$ cat config.mk
export PLATFORM = sky130hd
export DESIGN_NAME = request_uri_field_splitter_core
export DESIGN_NICKNAME = d
export VERILOG_FILES = /design/src/sv/rufs_pkg.sv /design/src/sv/rufs_front.sv /design/src/sv/rufs_queue.sv /design/src/sv/rufs_back.sv /design/src/sv/request_uri_field_splitter_core.sv
export SDC_FILE = /design/constraint.sdc
export NUM_CORES = 1
export LEC_CHECK = 0
export BUFFER_PORTS_ARGS = -buffer_cell sky130_fd_sc_hd__buf_2
export CAP_MARGIN = 40
export CORE_ASPECT_RATIO = 1.4
export CORE_MARGIN = 2
export CORE_UTILIZATION = 50
export DETAILED_ROUTE_END_ITERATION = 8
export PLACE_DENSITY_LB_ADDON = 0.08
export SLEW_MARGIN = 40
export SYNTH_ARGS = -nofsm -noshare
export SYNTH_HDL_FRONTEND = slang
export SYNTH_SLANG_ARGS = --single-unit
$ cat constraint.sdc
create_clock -name clk -period 2.28 [get_ports clk]
set_input_delay 0.114 -clock clk [delete_from_list [all_inputs] [get_ports clk]]
set_output_delay 0.114 -clock clk [all_outputs]
set_load 0.01 [all_outputs]
$ cat src/sv/rufs_pkg.sv
// Shared types and constants for the request URI field splitter.
// Used by every module of the block; depends on nothing else.
`default_nettype none
package rufs_pkg;

	// Default limits, handed down through the top level's parameters.
	localparam int MAX_REQUEST_DEF    = 1024;
	localparam int MAX_SCHEME_LEN_DEF = 16;
	localparam int MAX_DOMAIN_LEN_DEF = 256;
	localparam int MAX_PORT_LEN_DEF   = 8;
	localparam int MAX_PATH_LEN_DEF   = 512;

	// Depth of the queue between front and back.
	localparam int QUEUE_DEPTH = 2;

	// Characters that steer the parser.
	localparam logic [7:0]  CH_COLON  = 8'h3A;
	localparam logic [7:0]  CH_SLASH  = 8'h2F;
	localparam logic [7:0]  CH_QMARK  = 8'h3F;
	localparam logic [7:0]  CH_CR     = 8'h0D;
	localparam logic [7:0]  CH_LF     = 8'h0A;
	localparam logic [15:0] TERM_CRLF = 16'h0D0A;

	// Field tags of kept characters.
	localparam logic [1:0] TAG_SCHEME = 2'd0;
	localparam logic [1:0] TAG_DOMAIN = 2'd1;
	localparam logic [1:0] TAG_PORT   = 2'd2;
	localparam logic [1:0] TAG_PATH   = 2'd3;

	// Error flag bits of the status word.
	localparam logic [4:0] ERR_TERM   = 5'b00001;
	localparam logic [4:0] ERR_SCHEME = 5'b00010;
	localparam logic [4:0] ERR_DOMAIN = 5'b00100;
	localparam logic [4:0] ERR_PORT   = 5'b01000;
	localparam logic [4:0] ERR_PATH   = 5'b10000;

	// Parser phases.
	typedef enum logic [2:0] {
		PH_SCHEME = 3'd0,
		PH_SLASH1 = 3'd1,
		PH_SLASH2 = 3'd2,
		PH_DOMAIN = 3'd3,
		PH_PORT   = 3'd4,
		PH_PATH   = 3'd5,
		PH_STOP   = 3'd6
	} phase_t;

	// One classified input word as it travels from front to back.
	typedef struct packed {
		logic [7:0] data;
		logic       last;
		logic       colon;
		logic       slash;
		logic       qmark;
		logic       crlf;
	} word_t;

endpackage
`default_nettype wire

$ cat src/sv/rufs_front.sv
// Front stage: accepts input words and classifies each byte once.
// Depends on rufs_pkg for the word type and character constants.
`default_nettype none
module rufs_front (
	input  wire logic           clk,
	input  wire logic           arst_n,
	input  wire logic [7:0]     req_byte,
	input  wire logic           is_final,
	input  wire logic           in_valid,
	output logic                in_ready,
	output rufs_pkg::word_t     push_word,
	output logic                push_valid,
	input  wire logic           push_ready
);

	logic            valid_s1;
	rufs_pkg::word_t word_s1;

	// The stage takes a word whenever it is empty or is draining this cycle.
	assign in_ready   = !valid_s1 || push_ready;
	assign push_valid = valid_s1;
	assign push_word  = word_s1;

	// Control flag of the stage.
	always_ff @(posedge clk or negedge arst_n) begin
		if (!arst_n) begin
			valid_s1 <= 1'b0;
		end else if (in_ready) begin
			valid_s1 <= in_valid;
		end
	end

	// Classified payload; no reset needed.
	always_ff @(posedge clk) begin
		if (in_valid && in_ready) begin
			word_s1.data  <= req_byte;
			word_s1.last  <= is_final;
			word_s1.colon <= (req_byte == rufs_pkg::CH_COLON);
			word_s1.slash <= (req_byte == rufs_pkg::CH_SLASH);
			word_s1.qmark <= (req_byte == rufs_pkg::CH_QMARK);
			word_s1.crlf  <= (req_byte == rufs_pkg::CH_CR) || (req_byte == rufs_pkg::CH_LF);
		end
	end

endmodule
`default_nettype wire

$ cat src/sv/rufs_queue.sv
// Short queue that decouples the classifying front from the parsing back.
// Depends on rufs_pkg for the word type and queue depth.
`default_nettype none
module rufs_queue (
	input  wire logic            clk,
	input  wire logic            arst_n,
	input  wire rufs_pkg::word_t push_word,
	input  wire logic            push_valid,
	output logic                 push_ready,
	output rufs_pkg::word_t      pop_word,
	output logic                 pop_valid,
	input  wire logic            pop_ready
);

	localparam int PW = (rufs_pkg::QUEUE_DEPTH > 1) ? $clog2(rufs_pkg::QUEUE_DEPTH) : 1;
	localparam int CW = $clog2(rufs_pkg::QUEUE_DEPTH + 1);
	localparam logic [CW-1:0] FULL = CW'(rufs_pkg::QUEUE_DEPTH);
	localparam logic [PW-1:0] LASTP = PW'(rufs_pkg::QUEUE_DEPTH - 1);

	rufs_pkg::word_t slot_q [rufs_pkg::QUEUE_DEPTH];
	logic [PW-1:0]   wr_ptr_q;
	logic [PW-1:0]   rd_ptr_q;
	logic [CW-1:0]   count_q;
	logic            do_push;
	logic            do_pop;

	assign push_ready = (count_q != FULL);
	assign pop_valid  = (count_q != '0);
	assign pop_word   = slot_q[rd_ptr_q];
	assign do_push    = push_valid && push_ready;
	assign do_pop     = pop_valid && pop_ready;

	// Pointers and fill count.
	always_ff @(posedge clk or negedge arst_n) begin
		if (!arst_n) begin
			wr_ptr_q <= '0;
			rd_ptr_q <= '0;
			count_q  <= '0;
		end else begin
			if (do_push) begin
				wr_ptr_q <= (wr_ptr_q == LASTP) ? '0 : wr_ptr_q + 1'b1;
			end
			if (do_pop) begin
				rd_ptr_q <= (rd_ptr_q == LASTP) ? '0 : rd_ptr_q + 1'b1;
			end
			if (do_push && !do_pop) begin
				count_q <= count_q + 1'b1;
			end else if (do_pop && !do_push) begin
				count_q <= count_q - 1'b1;
			end
		end
	end

	// Storage slots.
	always_ff @(posedge clk) begin
		if (do_push) begin
			slot_q[wr_ptr_q] <= push_word;
		end
	end

`ifndef SYNTHESIS
	a_count_bound: assert property (@(posedge clk) disable iff (!arst_n)
		count_q <= FULL) else $error("queue count beyond depth");
	a_count_track: assert property (@(posedge clk) disable iff (!arst_n)
		(do_push && !do_pop) |=> (count_q == $past(count_q) + 1'b1))
		else $error("queue count missed a push");
	a_empty_ptrs: assert property (@(posedge clk) disable iff (!arst_n)
		(count_q == '0) |-> (wr_ptr_q == rd_ptr_q)) else $error("empty queue with split pointers");
`endif

endmodule
`default_nettype wire

$ cat src/sv/rufs_back.sv
// Back stage: URI parser state, length checks and the registered result word.
// Depends on rufs_pkg for phases, tags, error bits and the word type.
`default_nettype none
module rufs_back #(
	parameter int MAX_REQUEST    = rufs_pkg::MAX_REQUEST_DEF,
	parameter int MAX_SCHEME_LEN = rufs_pkg::MAX_SCHEME_LEN_DEF,
	parameter int MAX_DOMAIN_LEN = rufs_pkg::MAX_DOMAIN_LEN_DEF,
	parameter int MAX_PORT_LEN   = rufs_pkg::MAX_PORT_LEN_DEF,
	parameter int MAX_PATH_LEN   = rufs_pkg::MAX_PATH_LEN_DEF
) (
	input  wire logic            clk,
	input  wire logic            arst_n,
	input  wire rufs_pkg::word_t pop_word,
	input  wire logic            pop_valid,
	output logic                 pop_ready,
	output logic [7:0]           field_char,
	output logic [1:0]           field_tag,
	output logic                 is_status,
	output logic [4:0]           error_flags,
	output logic                 out_valid,
	input  wire logic            out_ready
);

	// Field length counter covers the largest field limit.
	localparam int MAXF1 = (MAX_SCHEME_LEN > MAX_DOMAIN_LEN) ? MAX_SCHEME_LEN : MAX_DOMAIN_LEN;
	localparam int MAXF2 = (MAX_PORT_LEN > MAX_PATH_LEN) ? MAX_PORT_LEN : MAX_PATH_LEN;
	localparam int MAXF  = (MAXF1 > MAXF2) ? MAXF1 : MAXF2;
	localparam int FLW   = $clog2(MAXF + 1);
	// Request counter saturates one past the limit.
	localparam int RLW   = $clog2(MAX_REQUEST + 2);

	localparam logic [FLW-1:0] LIM_SCHEME = FLW'(MAX_SCHEME_LEN);
	localparam logic [FLW-1:0] LIM_DOMAIN = FLW'(MAX_DOMAIN_LEN);
	localparam logic [FLW-1:0] LIM_PORT   = FLW'(MAX_PORT_LEN);
	localparam logic [FLW-1:0] LIM_PATH   = FLW'(MAX_PATH_LEN);
	localparam logic [FLW-1:0] FLEN_ONE   = FLW'(1);
	localparam logic [RLW-1:0] LIM_REQ    = RLW'(MAX_REQUEST);
	localparam logic [RLW-1:0] LIM_REQ1   = RLW'(MAX_REQUEST + 1);

	rufs_pkg::phase_t phase_q, phase_n;
	logic [FLW-1:0]   flen_q, flen_n;
	logic [RLW-1:0]   rlen_q, rlen_n;
	logic [4:0]       err_q, err_n;
	logic [15:0]      last_q, last_n;
	logic             ss_q, ss_n;
	logic             ds_q, ds_n;
	logic             ds_eff;
	logic             do_check;
	logic             keep;
	logic [1:0]       tag;
	logic             term_bad;
	logic             do_pop;

	// A word is parsed whenever the result register is free or being emptied.
	assign pop_ready = !out_valid || out_ready;
	assign do_pop    = pop_valid && pop_ready;

	// Next-state logic of the parser for the word at the queue head.
	always_comb begin
		phase_n  = phase_q;
		flen_n   = flen_q;
		err_n    = err_q;
		ss_n     = ss_q;
		ds_n     = ds_q;
		ds_eff   = ds_q;
		do_check = 1'b0;
		keep     = 1'b0;
		tag      = rufs_pkg::TAG_SCHEME;
		rlen_n   = (rlen_q <= LIM_REQ) ? rlen_q + 1'b1 : rlen_q;
		last_n   = {last_q[7:0], pop_word.data};

		if (err_q == '0 && phase_q != rufs_pkg::PH_STOP) begin
			if (pop_word.crlf) begin
				// Line end: close whatever field is open.
				phase_n = rufs_pkg::PH_STOP;
				case (phase_q)
					rufs_pkg::PH_SLASH1, rufs_pkg::PH_SLASH2: begin
						err_n = err_q | rufs_pkg::ERR_SCHEME;
					end
					rufs_pkg::PH_DOMAIN: begin
						if (flen_q >= LIM_DOMAIN) begin
							err_n = err_q | rufs_pkg::ERR_DOMAIN;
						end else begin
							ds_eff   = (flen_q != '0);
							ds_n     = ds_eff;
							do_check = 1'b1;
						end
					end
					rufs_pkg::PH_PORT: begin
						if (flen_q >= LIM_PORT) begin
							err_n = err_q | rufs_pkg::ERR_PORT;
						end else begin
							do_check = 1'b1;
						end
					end
					rufs_pkg::PH_PATH: begin
						if (flen_q >= LIM_PATH) begin
							err_n = err_q | rufs_pkg::ERR_PATH;
						end else begin
							do_check = 1'b1;
						end
					end
					default: begin
						do_check = 1'b1;
					end
				endcase
				if (do_check) begin
					if (!ss_q) begin
						err_n = err_n | rufs_pkg::ERR_SCHEME;
					end
					if (!ds_eff) begin
						err_n = err_n | rufs_pkg::ERR_DOMAIN;
					end
				end
			end else begin
				// Ordinary byte: walk the field grammar.
				case (phase_q)
					rufs_pkg::PH_SCHEME: begin
						if (flen_q >= LIM_SCHEME) begin
							err_n = err_q | rufs_pkg::ERR_SCHEME;
						end else if (pop_word.colon) begin
							ss_n    = (flen_q != '0);
							flen_n  = '0;
							phase_n = rufs_pkg::PH_SLASH1;
						end else begin
							flen_n = flen_q + 1'b1;
							keep   = 1'b1;
							tag    = rufs_pkg::TAG_SCHEME;
						end
					end
					rufs_pkg::PH_SLASH1: begin
						if (!pop_word.slash) begin
							err_n = err_q | rufs_pkg::ERR_SCHEME;
						end else begin
							phase_n = rufs_pkg::PH_SLASH2;
						end
					end
					rufs_pkg::PH_SLASH2: begin
						if (!pop_word.slash) begin
							err_n = err_q | rufs_pkg::ERR_SCHEME;
						end else begin
							phase_n = rufs_pkg::PH_DOMAIN;
						end
					end
					rufs_pkg::PH_DOMAIN: begin
						if (flen_q >= LIM_DOMAIN) begin
							err_n = err_q | rufs_pkg::ERR_DOMAIN;
						end else if (pop_word.colon) begin
							ds_n    = (flen_q != '0);
							flen_n  = '0;
							phase_n = rufs_pkg::PH_PORT;
						end else if (pop_word.slash) begin
							ds_n    = (flen_q != '0);
							flen_n  = FLEN_ONE;
							phase_n = rufs_pkg::PH_PATH;
							keep    = 1'b1;
							tag     = rufs_pkg::TAG_PATH;
						end else begin
							flen_n = flen_q + 1'b1;
							keep   = 1'b1;
							tag    = rufs_pkg::TAG_DOMAIN;
						end
					end
					rufs_pkg::PH_PORT: begin
						if (flen_q >= LIM_PORT) begin
							err_n = err_q | rufs_pkg::ERR_PORT;
						end else if (pop_word.slash) begin
							flen_n  = FLEN_ONE;
							phase_n = rufs_pkg::PH_PATH;
							keep    = 1'b1;
							tag     = rufs_pkg::TAG_PATH;
						end else begin
							flen_n = flen_q + 1'b1;
							keep   = 1'b1;
							tag    = rufs_pkg::TAG_PORT;
						end
					end
					rufs_pkg::PH_PATH: begin
						if (flen_q >= LIM_PATH) begin
							err_n = err_q | rufs_pkg::ERR_PATH;
						end else if (pop_word.qmark) begin
							if (!ds_q) begin
								err_n = err_q | rufs_pkg::ERR_DOMAIN;
							end
							phase_n = rufs_pkg::PH_STOP;
						end else begin
							flen_n = flen_q + 1'b1;
							keep   = 1'b1;
							tag    = rufs_pkg::TAG_PATH;
						end
					end
					default: begin
						keep = 1'b0;
					end
				endcase
			end
		end

		term_bad = (last_n != rufs_pkg::TERM_CRLF) || (rlen_n > LIM_REQ);
	end

	// Parser state; the final word of a request returns it to reset.
	always_ff @(posedge clk or negedge arst_n) begin
		if (!arst_n) begin
			phase_q <= rufs_pkg::PH_SCHEME;
			flen_q  <= '0;
			rlen_q  <= '0;
			err_q   <= '0;
			last_q  <= '0;
			ss_q    <= 1'b0;
			ds_q    <= 1'b0;
		end else if (do_pop) begin
			if (pop_word.last) begin
				phase_q <= rufs_pkg::PH_SCHEME;
				flen_q  <= '0;
				rlen_q  <= '0;
				err_q   <= '0;
				last_q  <= '0;
				ss_q    <= 1'b0;
				ds_q    <= 1'b0;
			end else begin
				phase_q <= phase_n;
				flen_q  <= flen_n;
				rlen_q  <= rlen_n;
				err_q   <= err_n;
				last_q  <= last_n;
				ss_q    <= ss_n;
				ds_q    <= ds_n;
			end
		end
	end

	// Result valid flag.
	always_ff @(posedge clk or negedge arst_n) begin
		if (!arst_n) begin
			out_valid <= 1'b0;
		end else if (do_pop) begin
			out_valid <= pop_word.last || keep;
		end else if (out_ready) begin
			out_valid <= 1'b0;
		end
	end

	// Result payload: a status word on the final byte, else a field character.
	always_ff @(posedge clk) begin
		if (do_pop) begin
			if (pop_word.last) begin
				field_char  <= '0;
				field_tag   <= rufs_pkg::TAG_SCHEME;
				is_status   <= 1'b1;
				error_flags <= term_bad ? rufs_pkg::ERR_TERM : err_n;
			end else begin
				field_char  <= pop_word.data;
				field_tag   <= tag;
				is_status   <= 1'b0;
				error_flags <= '0;
			end
		end
	end

`ifndef SYNTHESIS
	a_status_clean: assert property (@(posedge clk) disable iff (!arst_n)
		(out_valid && is_status) |-> (field_char == '0 && field_tag == rufs_pkg::TAG_SCHEME))
		else $error("status word carries character data");
	a_field_noerr: assert property (@(posedge clk) disable iff (!arst_n)
		(out_valid && !is_status) |-> (error_flags == '0))
		else $error("field word carries error flags");
	a_rlen_sat: assert property (@(posedge clk) disable iff (!arst_n)
		rlen_q <= LIM_REQ1) else $error("request counter beyond saturation");
	a_final_resets: assert property (@(posedge clk) disable iff (!arst_n)
		(do_pop && pop_word.last) |=> (phase_q == rufs_pkg::PH_SCHEME && rlen_q == '0
			&& err_q == '0 && out_valid && is_status))
		else $error("final word did not close the request");
`endif

endmodule
`default_nettype wire

$ cat src/sv/request_uri_field_splitter_core.sv
// Top level of the request URI field splitter: front, queue and back.
// Depends on rufs_pkg, rufs_front, rufs_queue and rufs_back.
//
//   channel | handshake           | payload
//   --------+---------------------+------------------------------------------
//   input   | in_valid / in_ready | req_byte, is_final
//   output  | out_valid/out_ready | field_char, field_tag, is_status, error_flags
//
// One byte per cycle sustained while the output is not stalled; a byte passes
// through the front register, then a queue slot, then the result register.
// Each byte causes at most one result word, so the parser pops one word per cycle
// whenever the result register is free or being taken.
// A stalled output fills the two-entry queue and then the front register before
// in_ready drops. Reset is asynchronous and active low and needs no clearing pass.
`default_nettype none
module request_uri_field_splitter_core #(
	parameter int MAX_REQUEST    = rufs_pkg::MAX_REQUEST_DEF,
	parameter int MAX_SCHEME_LEN = rufs_pkg::MAX_SCHEME_LEN_DEF,
	parameter int MAX_DOMAIN_LEN = rufs_pkg::MAX_DOMAIN_LEN_DEF,
	parameter int MAX_PORT_LEN   = rufs_pkg::MAX_PORT_LEN_DEF,
	parameter int MAX_PATH_LEN   = rufs_pkg::MAX_PATH_LEN_DEF
) (
	input  wire logic       clk,
	input  wire logic       arst_n,
	input  wire logic [7:0] req_byte,
	input  wire logic       is_final,
	input  wire logic       in_valid,
	output logic            in_ready,
	output logic [7:0]      field_char,
	output logic [1:0]      field_tag,
	output logic            is_status,
	output logic [4:0]      error_flags,
	output logic            out_valid,
	input  wire logic       out_ready
);

	rufs_pkg::word_t push_word;
	rufs_pkg::word_t pop_word;
	logic            push_valid;
	logic            push_ready;
	logic            pop_valid;
	logic            pop_ready;

	// Byte classification.
	rufs_front u_front (
		.clk        (clk),
		.arst_n     (arst_n),
		.req_byte   (req_byte),
		.is_final   (is_final),
		.in_valid   (in_valid),
		.in_ready   (in_ready),
		.push_word  (push_word),
		.push_valid (push_valid),
		.push_ready (push_ready)
	);

	// Decoupling queue.
	rufs_queue u_queue (
		.clk        (clk),
		.arst_n     (arst_n),
		.push_word  (push_word),
		.push_valid (push_valid),
		.push_ready (push_ready),
		.pop_word   (pop_word),
		.pop_valid  (pop_valid),
		.pop_ready  (pop_ready)
	);

	// Parser and result register.
	rufs_back #(
		.MAX_REQUEST    (MAX_REQUEST),
		.MAX_SCHEME_LEN (MAX_SCHEME_LEN),
		.MAX_DOMAIN_LEN (MAX_DOMAIN_LEN),
		.MAX_PORT_LEN   (MAX_PORT_LEN),
		.MAX_PATH_LEN   (MAX_PATH_LEN)
	) u_back (
		.clk         (clk),
		.arst_n      (arst_n),
		.pop_word    (pop_word),
		.pop_valid   (pop_valid),
		.pop_ready   (pop_ready),
		.field_char  (field_char),
		.field_tag   (field_tag),
		.is_status   (is_status),
		.error_flags (error_flags),
		.out_valid   (out_valid),
		.out_ready   (out_ready)
	);

endmodule
`default_nettype wire

==> qor.csv, run 1 <==
metric,value,unit
setup TNS,-0.007088,ns
synth warn,0,
"Setup violations, final",1,
post-synthesis mux area share,0.03837,
sequential area share after synthesis,0.5411,
root buffer cell,clkbuf_16,
status,finished with violations,
failing checks,negative setup slack,
Yosys cell types,68,
Layout Nets,593,
count of final max-slew check failures,0,
Synth area leaders,"edfxtp_1, dfrtp_1, nand2_1",
Final ANT Viol Nets,0,
Critical Path Max Stage Delay,0.55,ns
Routed WL per cell,17.54,um
setup repair after global routing missed its margin,yes,
Die Wd,89.25,um
vias,4128,
Syn Area/Cell,10.45,sq um
xor and xnor area share after synthesis,0.01205,
clk slew on worst S/H paths,0.08,ns
GRT overflow,0,
Synth area leader,edfxtp_1,
GR Util All Layers,0.2415,
Mapped Cells,487,
Post-Synth Simple-Gate Area,0.1918,
initial antenna violation count,0,
final hold violation count,0,
largest family of logic cells by synthesized area,simple AND/OR/NAND/NOR gates,
crit-path cells,"or4b_1, o22ai_1, o2111ai_1, a311oi_1, a41oi_4, and2_1",
Main synth FF type,edfxtp_1,
worst slew pin tran,0.5804,ns
Synth Area in Adders,0.01722,
Worst Path Arrival,2.39,ns
fmax,437.2,MHz
Initial DRC Count,346,
Via density,5.790,
DR pass1 iterations,7,
pwr dens,1264,nW/um^2
GPL Wtd Cong,0.9734,
Yosys reg bits,99,
Synth async-reset ratio,0.4444,
worst vdd ir,0.7231,mV
setup slack after placement,0.006822,ns
DP HPWL,9071,um
Tcrit/Tclk final,1.003,
Cells after DPL,684,
Initial Utilization,0.5139,
Final Cell Area,6207,sq um
WS Path Type,reg -> reg,
Die Y,123.4,um
"Slowest-stage cell, CP",or4b_1,
Max clock buf depth,2,
drt drc,0,
CTS tree,built,
number of flops mapped to enable cells by yosys,55,
Non-Filler Instances,713,
worst rel slew slack,0.6131,
Leakage,2.565,nW
CTS H-tree depth,3,
clock skew,0.007613,ns
pin count of the biggest net entering global routing,33,
first-pass GRT wire length,20180,um
"count leader, synth",nand2_1,
total I/O pin count,31,
core area,9899,sq um
CP Max Fanout,6,
startpoint types,register,
Synth Area in Compound Gates,0.1660,
max_cap viols,0,
Crit path required time,2.39,ns
mapped cell area,5087,sq um
vias in the first global route,4148,
PortBufs,30,
die area,11010,sq um
row count,43,
Synth top cells by count,"nand2_1, edfxtp_1, dfrtp_1",
fraction of layout cells with a size suffix above 1,0.2318,
fin worst setup slack,-0.007088,ns
post-synth top area share,0.3246,
Clock Sinks,99,
hold depth,1,
worst skew pair latency,0.34,ns
Antenna Cells,0,
CTS buffer count,9,
placed inst area,5717,sq um
minimum clock period,2.287,ns
syn nets,507,
Layout area overhead,22.01,%
worst hold path type,in -> reg,
total routed wirelength,12510,um
CP Capture Type,register,
Worst R2R Path Depth,6,
[through the flow]
stage          power (mW)  hold slack [ns]    util
3_5_place_dp        6.263          0.02632  0.5775
3_3_place_gp        6.186          0.01751  0.5775
5_1_grt             8.383          0.01139  0.6270
6_report            7.848          0.01674  0.6270
4_1_cts             7.770         0.001080  0.6170
2_1_floorplan       4.947          -0.1816       -
[worst max-delay path: cells and delay by family, from the launching register on]
kind,cells,cell delay (ns)
AOI/OAI and AO/OA,4,0.85
and+or+nand+nor,2,0.75
DFF,1,0.45
[metal layers]
metal / vias up / share of wire / global-route usage
met3: 21 / 0.034 / 0.02403
met4: 0 / 0.023 / 0.09515
li1: 1987 / - / -
met5: - / 0 / 0
met1: 2015 / 0.41 / 0.2930
met2: 105 / 0.54 / 0.4329
[logic make-up (layout without fill, tap and decap cells)]
kind of cell,count (synthesis),count (layout)
compound gates,128,128
xor+xnor,7,7
buf+inv,41,132
simple gates,187,187
mux,18,18
flops,99,99
fa+ha+maj,7,7
[cell usage in the layout, fill, tap and decap left out, types with 4 or more instances in the layout]
cell type	Yosys	final
a311oi_1	4	4
clkbuf_16	0	9
ha_1	7	6
inv_1	17	16
or2_2	5	5
mux2_2	4	4
nand2_1	60	60
dlygate4sd3_1	0	10
o21ai_1	0	4
edfxtp_1	55	55
o31ai_1	17	15
o21ai_0	33	29
dfrtp_1	44	42
nand3_1	6	6
o22ai_1	6	6
buf_2	4	30
nand2b_1	14	14
nor2_1	40	40
a31oi_1	7	7
buf_4	1	58
mux2i_1	12	12
and3_1	6	6
nor4_1	7	4
nor3_1	16	16
a21oi_1	31	30
xnor2_1	4	4
[repair_timing]
item / in CTS / in global routing
hold buffers: 9 / 1
endpoints found under the hold margin: 20 / 1
setup endpoints to repair: 4 / 22
cloned: 0 / 0
resized for setup: 0 / 18
pin swaps: 1 / 3
buffers inserted: 1 / 2
[worst paths after layout]
kind	start	slack, ns	to
setup / recovery	u_queue.rd_ptr_q	-0.007	u_back.error_flags[0]
hold / removal	req_byte[0]	0.02	u_front.push_word[5]
setup reg to reg	u_queue.rd_ptr_q	-0.007	u_back.error_flags[0]
hold reg to reg	u_front.push_word[4]	0.45	u_queue.slot_q[1][4]
max in group asynchronous	arst_n	1.33	u_queue.rd_ptr_q
min in group asynchronous	arst_n	0.19	u_back.phase_q[2]
[registers in the layout, indices dropped and copies added, names as in the netlist]
name                cells
u_queue.slot_q         26
u_front.push_word      13
u_back.rlen_q          11
u_back.flen_q          10
u_back.field_char       8
u_back.last_q           8
u_back.error_flags      5
u_back.err_q            4
u_back.phase_q          3
u_back.field_tag        2
u_queue.count_q         2
u_back.ds_q             1
u_back.is_status        1
u_back.out_valid        1
u_back.ss_q             1
u_front.push_valid      1
u_queue.rd_ptr_q        1
u_queue.wr_ptr_q        1
[final cells by class]
cell class | instances | area (sq um)
repair buffers | 98 | 685.7
fillers | 858 | 3692
flip-flops and latches | 99 | 2755
clock buffers | 9 | 225.2
clock inverters | 7 | 68.82
multi-input cells | 347 | 2236
well taps | 135 | 168.9
inverters | 18 | 67.56
[power breakdown]
part | leakage [nW] | internal, mW | total (mW) | switching [mW]
logic | 1.31 | 1.44 | 3.56 | 2.12
clock network | 0.137 | 0.767 | 1.49 | 0.723
registers | 1.12 | 2.51 | 2.80 | 0.285
total | 2.57 | 4.72 | 7.85 | 3.13
(Power assumes the default switching activity.)
==> run 2, diff against run 1 <==
Settings changed: ABC_AREA from default to 1, CORE_UTILIZATION 50 to 47, RECOVER_POWER from default to 100.
==> qor.csv, run 2 <==
metric,value,unit,change
Die Y,125.7,um,+1.9%
"Slowest-stage cell, CP",dfrtp_1,,
mapped cell area,4970,sq um,-2.3%
Synth Area in Compound Gates,0.1065,,-0.05952
minimum clock period,2.069,ns,-0.2178 ns
"count leader, synth",nand2_1,,
worst hold path type,in -> reg,,
Yosys cell types,45,,-34%
Hold Crit Start,out_ready,,
GR Util All Layers,0.2077,,-0.03387
synth warn,0,,unchanged
count of final max-slew check failures,0,,unchanged
number of flops mapped to enable cells by yosys,55,,unchanged
Syn Area/Cell,9.003,sq um,-14%
Die Wd,90.91,um,+1.9%
CTS tree,built,,
status,"complete, no violations",,
Worst Path Arrival,2.33,ns,-0.06 ns
Max clock buf depth,2,,unchanged
DP HPWL,8226,um,-9.3%
Synth async-reset ratio,0.4444,,unchanged
final hold violation count,0,,unchanged
Yosys reg bits,99,,unchanged
startpoint types,register,,
CP Capture Type,register,,
DR pass1 iterations,4,,-3
Antenna Cells,0,,unchanged
syn nets,572,,+13%
largest family of logic cells by synthesized area,simple AND/OR/NAND/NOR gates,,
vias in the first global route,4047,,-2.4%
Initial DRC Count,275,,-21%
fraction of layout cells with a size suffix above 1,0.09508,,-0.1368
clk slew on worst S/H paths,0.07,ns,about the same
reg2reg start,u_queue.rd_ptr_q,,
vias,3908,,-5.3%
initial antenna violation count,0,,unchanged
Largest Register,u_queue.slot_q,,
sequential area share after synthesis,0.5539,,+0.01280
worst skew pair latency,0.34,ns,about the same
crit-path cells,"inv_1, or2_0, o21ai_2, inv_1, nor2_2, inv_1, o21ai_0",,
Worst R2R Path Depth,7,,+1
fmax,483.3,MHz,+11%
Clock Sinks,99,,unchanged
xor and xnor area share after synthesis,0.01234,,+0.0002852
Synth area leader,edfxtp_1,,
post-CTS setup buffers,0,,-1
row count,44,,+2.3%
Layout area overhead,14.63,%,
clock skew,0.007889,ns,+0.0002751 ns
reg2reg end,u_back.err_q[2],,
worst vdd ir,0.7947,mV,+9.9%
setup TNS,0,ns,+0.007088 ns
Hold EP,u_back.out_valid,,
"commonest cells after routing, fill and taps aside","nand2_1, inv_1, nor2_1",,
setup repair after global routing missed its margin,no,,
GRT overflow,0,,unchanged
Tcrit/Tclk final,0.9076,,-0.09554
Layout Nets,625,,+5.4%
core area,10350,sq um,+4.5%
pwr dens,1279,nW/um^2,+1.2%
Routed WL per cell,14.89,um,-15%
WS Path Type,reg -> reg,,
Synth area leaders,"edfxtp_1, dfrtp_1, nand2_1",,
Initial Utilization,0.4802,,-0.03373
R2R setup slack,0.21,ns,+0.22 ns
first-pass GRT wire length,18890,um,-6.4%
pin count of the biggest net entering global routing,41,,+24%
GPL Wtd Cong,0.9834,,+1.0%
CP dominant cell by count,inv_1,,
Crit path required time,2.54,ns,+0.15 ns
Mapped Cells,552,,+13%
worst rel slew slack,0.4476,,-0.1655
max_cap viols,0,,unchanged
Util after Layout,0.5504,,-0.07661
"most common cell after layout, fill and taps aside",nand2_1,,
Fin Hold WS,0.08597,ns,+0.06923 ns
Final ANT Viol Nets,0,,unchanged
drt drc,0,,unchanged
Post-Synth Simple-Gate Area,0.2283,,+0.03651
post-synthesis mux area share,0.01208,,-0.02628
hold depth,3,,+2
CP Max Fanout,11,,+5
total routed wirelength,11140,um,-11%
worst slew pin tran,0.8287,ns,+0.2483 ns
Largest register FFs,26,,unchanged
Synth Area in Adders,0.01762,,+0.0004074
die area,11420,sq um,+3.8%
CTS buffer count,9,,unchanged
Via density,5.225,,-9.8%
total I/O pin count,31,,unchanged
Leakage,2.513,nW,-2.0%
Main synth FF type,edfxtp_1,,
Synth top cells by count,"nand2_1, inv_1, nor2_1",,
Critical Path Max Stage Delay,0.48,ns,-0.07 ns
PortBufs,30,,unchanged
post-synth top area share,0.3323,,+0.007683
"Setup violations, final",0,,-1
root buffer cell,clkbuf_16,,
CTS H-tree depth,3,,unchanged
## run 2: power by group
| part | total [mW] | internal, mW | leakage [nW] | switching, mW |
|---|---|---|---|---|
| Clock | 1.59 | 0.878 | 0.151 | 0.715 |
| Sequential | 2.80 | 2.54 | 1.12 | 0.263 |
| Combinational | 2.89 | 0.916 | 1.24 | 1.98 |
| Total | 7.29 | 4.33 | 2.51 | 2.96 |
## run 2: how the worst max path moves through the flow
stage	end	slack (ns)	startpoint	depth (start not counted)
detailed placement	u_back.error_flags[3]	0.19	u_back.rlen_q[0]	15
global placement	u_back.error_flags[2]	0.20	u_back.rlen_q[0]	15
finish	u_back.err_q[2]	0.21	u_queue.rd_ptr_q	7
floorplan	u_back.error_flags[0]	0.40	u_back.rlen_q[0]	14
global route	u_back.err_q[2]	0.006	u_queue.rd_ptr_q	7
CTS	u_back.error_flags[3]	0.17	u_back.rlen_q[0]	15
## run 2: what timing repair did
| item | CTS | global route |
|---|---|---|
| gates resized for setup | 0 | 4 |
| hold buffers | 10 | 0 |
| setup endpoints to repair | 0 | 4 |
| endpoints found under the hold margin | 22 | 0 |
## run 2: worst max-delay path: cells and delay by family (launching register included)
kind / cells / cell delay [ns]
buffers and inverters: 3 / 0.58
and+or+nand+nor: 2 / 0.49
AOI/OAI and AO/OA: 2 / 0.43
DFF: 1 / 0.48
## run 2: cells by family (layout without fill, tap and decap cells)
family / count (synthesis) / in the layout
buf+inv: 84 / 142
mux: 6 / 6
simple gates: 264 / 264
compound gates: 85 / 85
flops: 99 / 99
fa+ha+maj: 7 / 7
xor+xnor: 7 / 7
## run 2: per-stage QoR
stage          total power, mW  cells  setup slack [ns]  cell area (sq um)
2_1_floorplan            4.864    552            0.3969               4970
3_3_place_gp             5.737    722            0.2026               5328
3_5_place_dp             5.801    722            0.1899               5328
4_1_cts                  7.416    748            0.1672               5744
5_1_grt                  7.822    748          0.006189               5697
6_report                 7.288    748            0.2107               5697
## run 2: final cells by class
cell class	count	area, sq um
clock buffer	9	225.2
clock inverter	7	91.34
fill	1014	4653
inverter	73	274.0
multi-input combinational	369	1877
sequential	99	2754
tap	138	172.7
timing repair buffer	53	302.8
## run 2: metal layers
layer	track usage	up-vias	share of wire
met5	0	-	0
met4	0.07398	0	0.018
met3	0.03768	16	0.024
met2	0.3885	63	0.55
met1	0.2355	1878	0.41
li1	-	1951	-
==> run 3, diff against run 2 <==
Settings changed: CELL_PAD_IN_SITES_DETAIL_PLACEMENT from default to 0, CELL_PAD_IN_SITES_GLOBAL_PLACEMENT from default to 2, CORE_UTILIZATION 47 to 34.
==> qor.csv, run 3 (synthesis gave the netlist of run 2 again) <==
metric,value,unit,change
max_cap viols,0,,unchanged
CP Capture Type,register,,
PortBufs,30,,unchanged
reg2reg end,u_back.out_valid,,
startpoint types,register,,
Die Y,147.1,um,+17%
worst slew pin tran,0.9510,ns,+0.1224 ns
GPL Wtd Cong,0.8416,,-14%
Tcrit/Tclk final,0.9276,,+0.01999
GR Util All Layers,0.1657,,-0.04196
final hold violation count,0,,unchanged
vias,3884,,-0.61%
worst vdd ir,0.7693,mV,-3.2%
minimum clock period,2.115,ns,+0.04557 ns
Largest Register,u_queue.slot_q,,
WS Path Type,reg -> reg,,
placed inst area,5436,sq um,+2.0%
worst skew pair latency,0.35,ns,about the same
Layout area overhead,18.43,%,
CTS buffer count,9,,unchanged
Die Wd,106.2,um,+17%
GRT overflow,0,,unchanged
clock share of power,0.210,,-0.009
"most common cell after layout, fill and taps aside",nand2_1,,
Largest register FFs,26,,unchanged
"commonest cells after routing, fill and taps aside","nand2_1, inv_1, nor2_1",,
Hold Crit Start,out_ready,,
Antenna Cells,0,,unchanged
pin count of the biggest net entering global routing,41,,unchanged
Initial Utilization,0.3456,,-0.1345
switching part of the total,0.4211,,+0.01538
reg2reg start,u_queue.rd_ptr_q,,
DR pass1 iterations,6,,+2
setup slack after placement,0.04287,ns,-0.1470 ns
switching pwr,3.131,mW,+5.9%
Comb pwr share,0.416,,+0.019
worst rel slew slack,0.3660,,-0.08157
Crit path required time,2.51,ns,-0.03 ns
Leakage,2.565,nW,+2.1%
Clock Sinks,99,,unchanged
Via density,4.795,,-8.2%
area of the multi-input gates,1927,sq um,+2.7%
total routed wirelength,12400,um,+11%
core area,14380,sq um,+39%
clk slew on worst S/H paths,0.08,ns,about the same
CTS H-tree depth,3,,unchanged
fraction of layout cells with a size suffix above 1,0.1240,,+0.02891
worst hold path type,in -> reg,,
Seq pwr share,0.374,,-0.010
pwr dens,1263,nW/um^2,-1.2%
Layout Nets,636,,+1.8%
register area,2755,sq um,about the same
hold depth,3,,unchanged
Worst Path Arrival,2.35,ns,+0.02 ns
vias in the first global route,3911,,-3.4%
fillcell total,1466,,+45%
fmax,472.9,MHz,-2.2%
clock skew,0.01174,ns,+0.003856 ns
fin worst setup slack,0.1652,ns,-0.04557 ns
drt drc,0,,unchanged
total I/O pin count,31,,unchanged
Final ANT Viol Nets,0,,unchanged
DP HPWL,9330,um,+13%
Hold EP,u_back.out_valid,,
count of final max-slew check failures,0,,unchanged
first-pass GRT wire length,20090,um,+6.4%
Initial DRC Count,166,,-40%
"Setup violations, final",0,,unchanged
Routed WL per cell,15.31,um,+2.8%
row count,52,,+18%
CTS tree,built,,
R2R setup slack,0.17,ns,-0.05 ns
Final Cell Area,5886,sq um,+3.3%
root buffer cell,clkbuf_16,,
internal power,4.305,mW,-0.60%
Worst R2R Path Depth,10,,+3
initial antenna violation count,0,,unchanged
status,"complete, no violations",,
die area,15610,sq um,+37%
Max clock buf depth,2,,unchanged
CP Max Fanout,7,,-4
-- run 3: cell types whose count changed in the layout (fill, tap and decap cells not counted), sizes merged --
cell / delta
clkinvlp: -1
dlygate4sd3: +1
clkbuf: +3
clkinv: +1
buf: +7
inv: +1
bufinv: -1
-- run 3: what timing repair did --
action	CTS	global route
endpoints found under the setup margin	0	15
setup buffers	0	4
resized for setup	0	19
hold buffers	11	0
hold endpoints to repair	24	0
-- run 3: worst max-delay path by stage --
stage                           startpoint                    end  slack [ns]
final                     u_queue.rd_ptr_q       u_back.out_valid        0.17
after global routing      u_back.rlen_q[0]  u_back.error_flags[3]       -0.03
after CTS                 u_back.rlen_q[0]  u_back.error_flags[3]        0.02
after detailed placement  u_back.rlen_q[0]  u_back.error_flags[4]        0.04
after global placement    u_back.rlen_q[0]  u_back.error_flags[4]        0.03
after floorplan           u_back.rlen_q[0]  u_back.error_flags[0]        0.40
-- run 3: per-stage QoR --
stage	util	std cells	power [mW]	setup TNS [ns]	hold slack, ns
5_1_grt	0.4093	810	7.994	-0.09681	0.1385
4_1_cts	0.4074	806	7.485	0	0.1211
3_3_place_gp	0.3781	779	5.884	0	0.06530
6_report	0.4093	810	7.436	0	0.1206
3_5_place_dp	0.3781	779	5.882	0	0.07028
2_1_floorplan	-	552	4.864	0	-0.1816
-- run 3: worst max-delay path, cell delays in order, from the launching register on --
cell,delay [ns]
dfrtp_1,0.47
inv_2,0.13
nand2_1,0.06
nand2_1,0.20
inv_1,0.15
nand2_1,0.14
nor2_1,0.07
nor2_1,0.16
o311ai_0,0.20
a31oi_1,0.29
o21bai_1,0.11
-- run 3: area by class of cell --
cell class	count	area share
Inverter	73	0.04656
Tap cell	189	0.04018
Multi-Input combinational cell	369	0.3274
Clock inverter	7	0.01467
Sequential cell	99	0.4681
Timing Repair Buffer	64	0.06484
Clock buffer	9	0.03827
-- run 3: per-layer routing --
metal,GRT usage,part of all wire
met1,0.1963,0.42
met2,0.3022,0.54
met3,0.02972,0.026
met4,0.05000,0.015
met5,0,0
-- run 3: power groups by stage --
stage	logic [mW]	clock network [mW]	registers, mW
global route	3.48	1.66	2.85
floorplan	2.03	0	2.83
global placement	3.08	0	2.81
CTS	3.10	1.60	2.78
finish	3.09	1.56	2.78
detailed placement	3.07	0	2.81
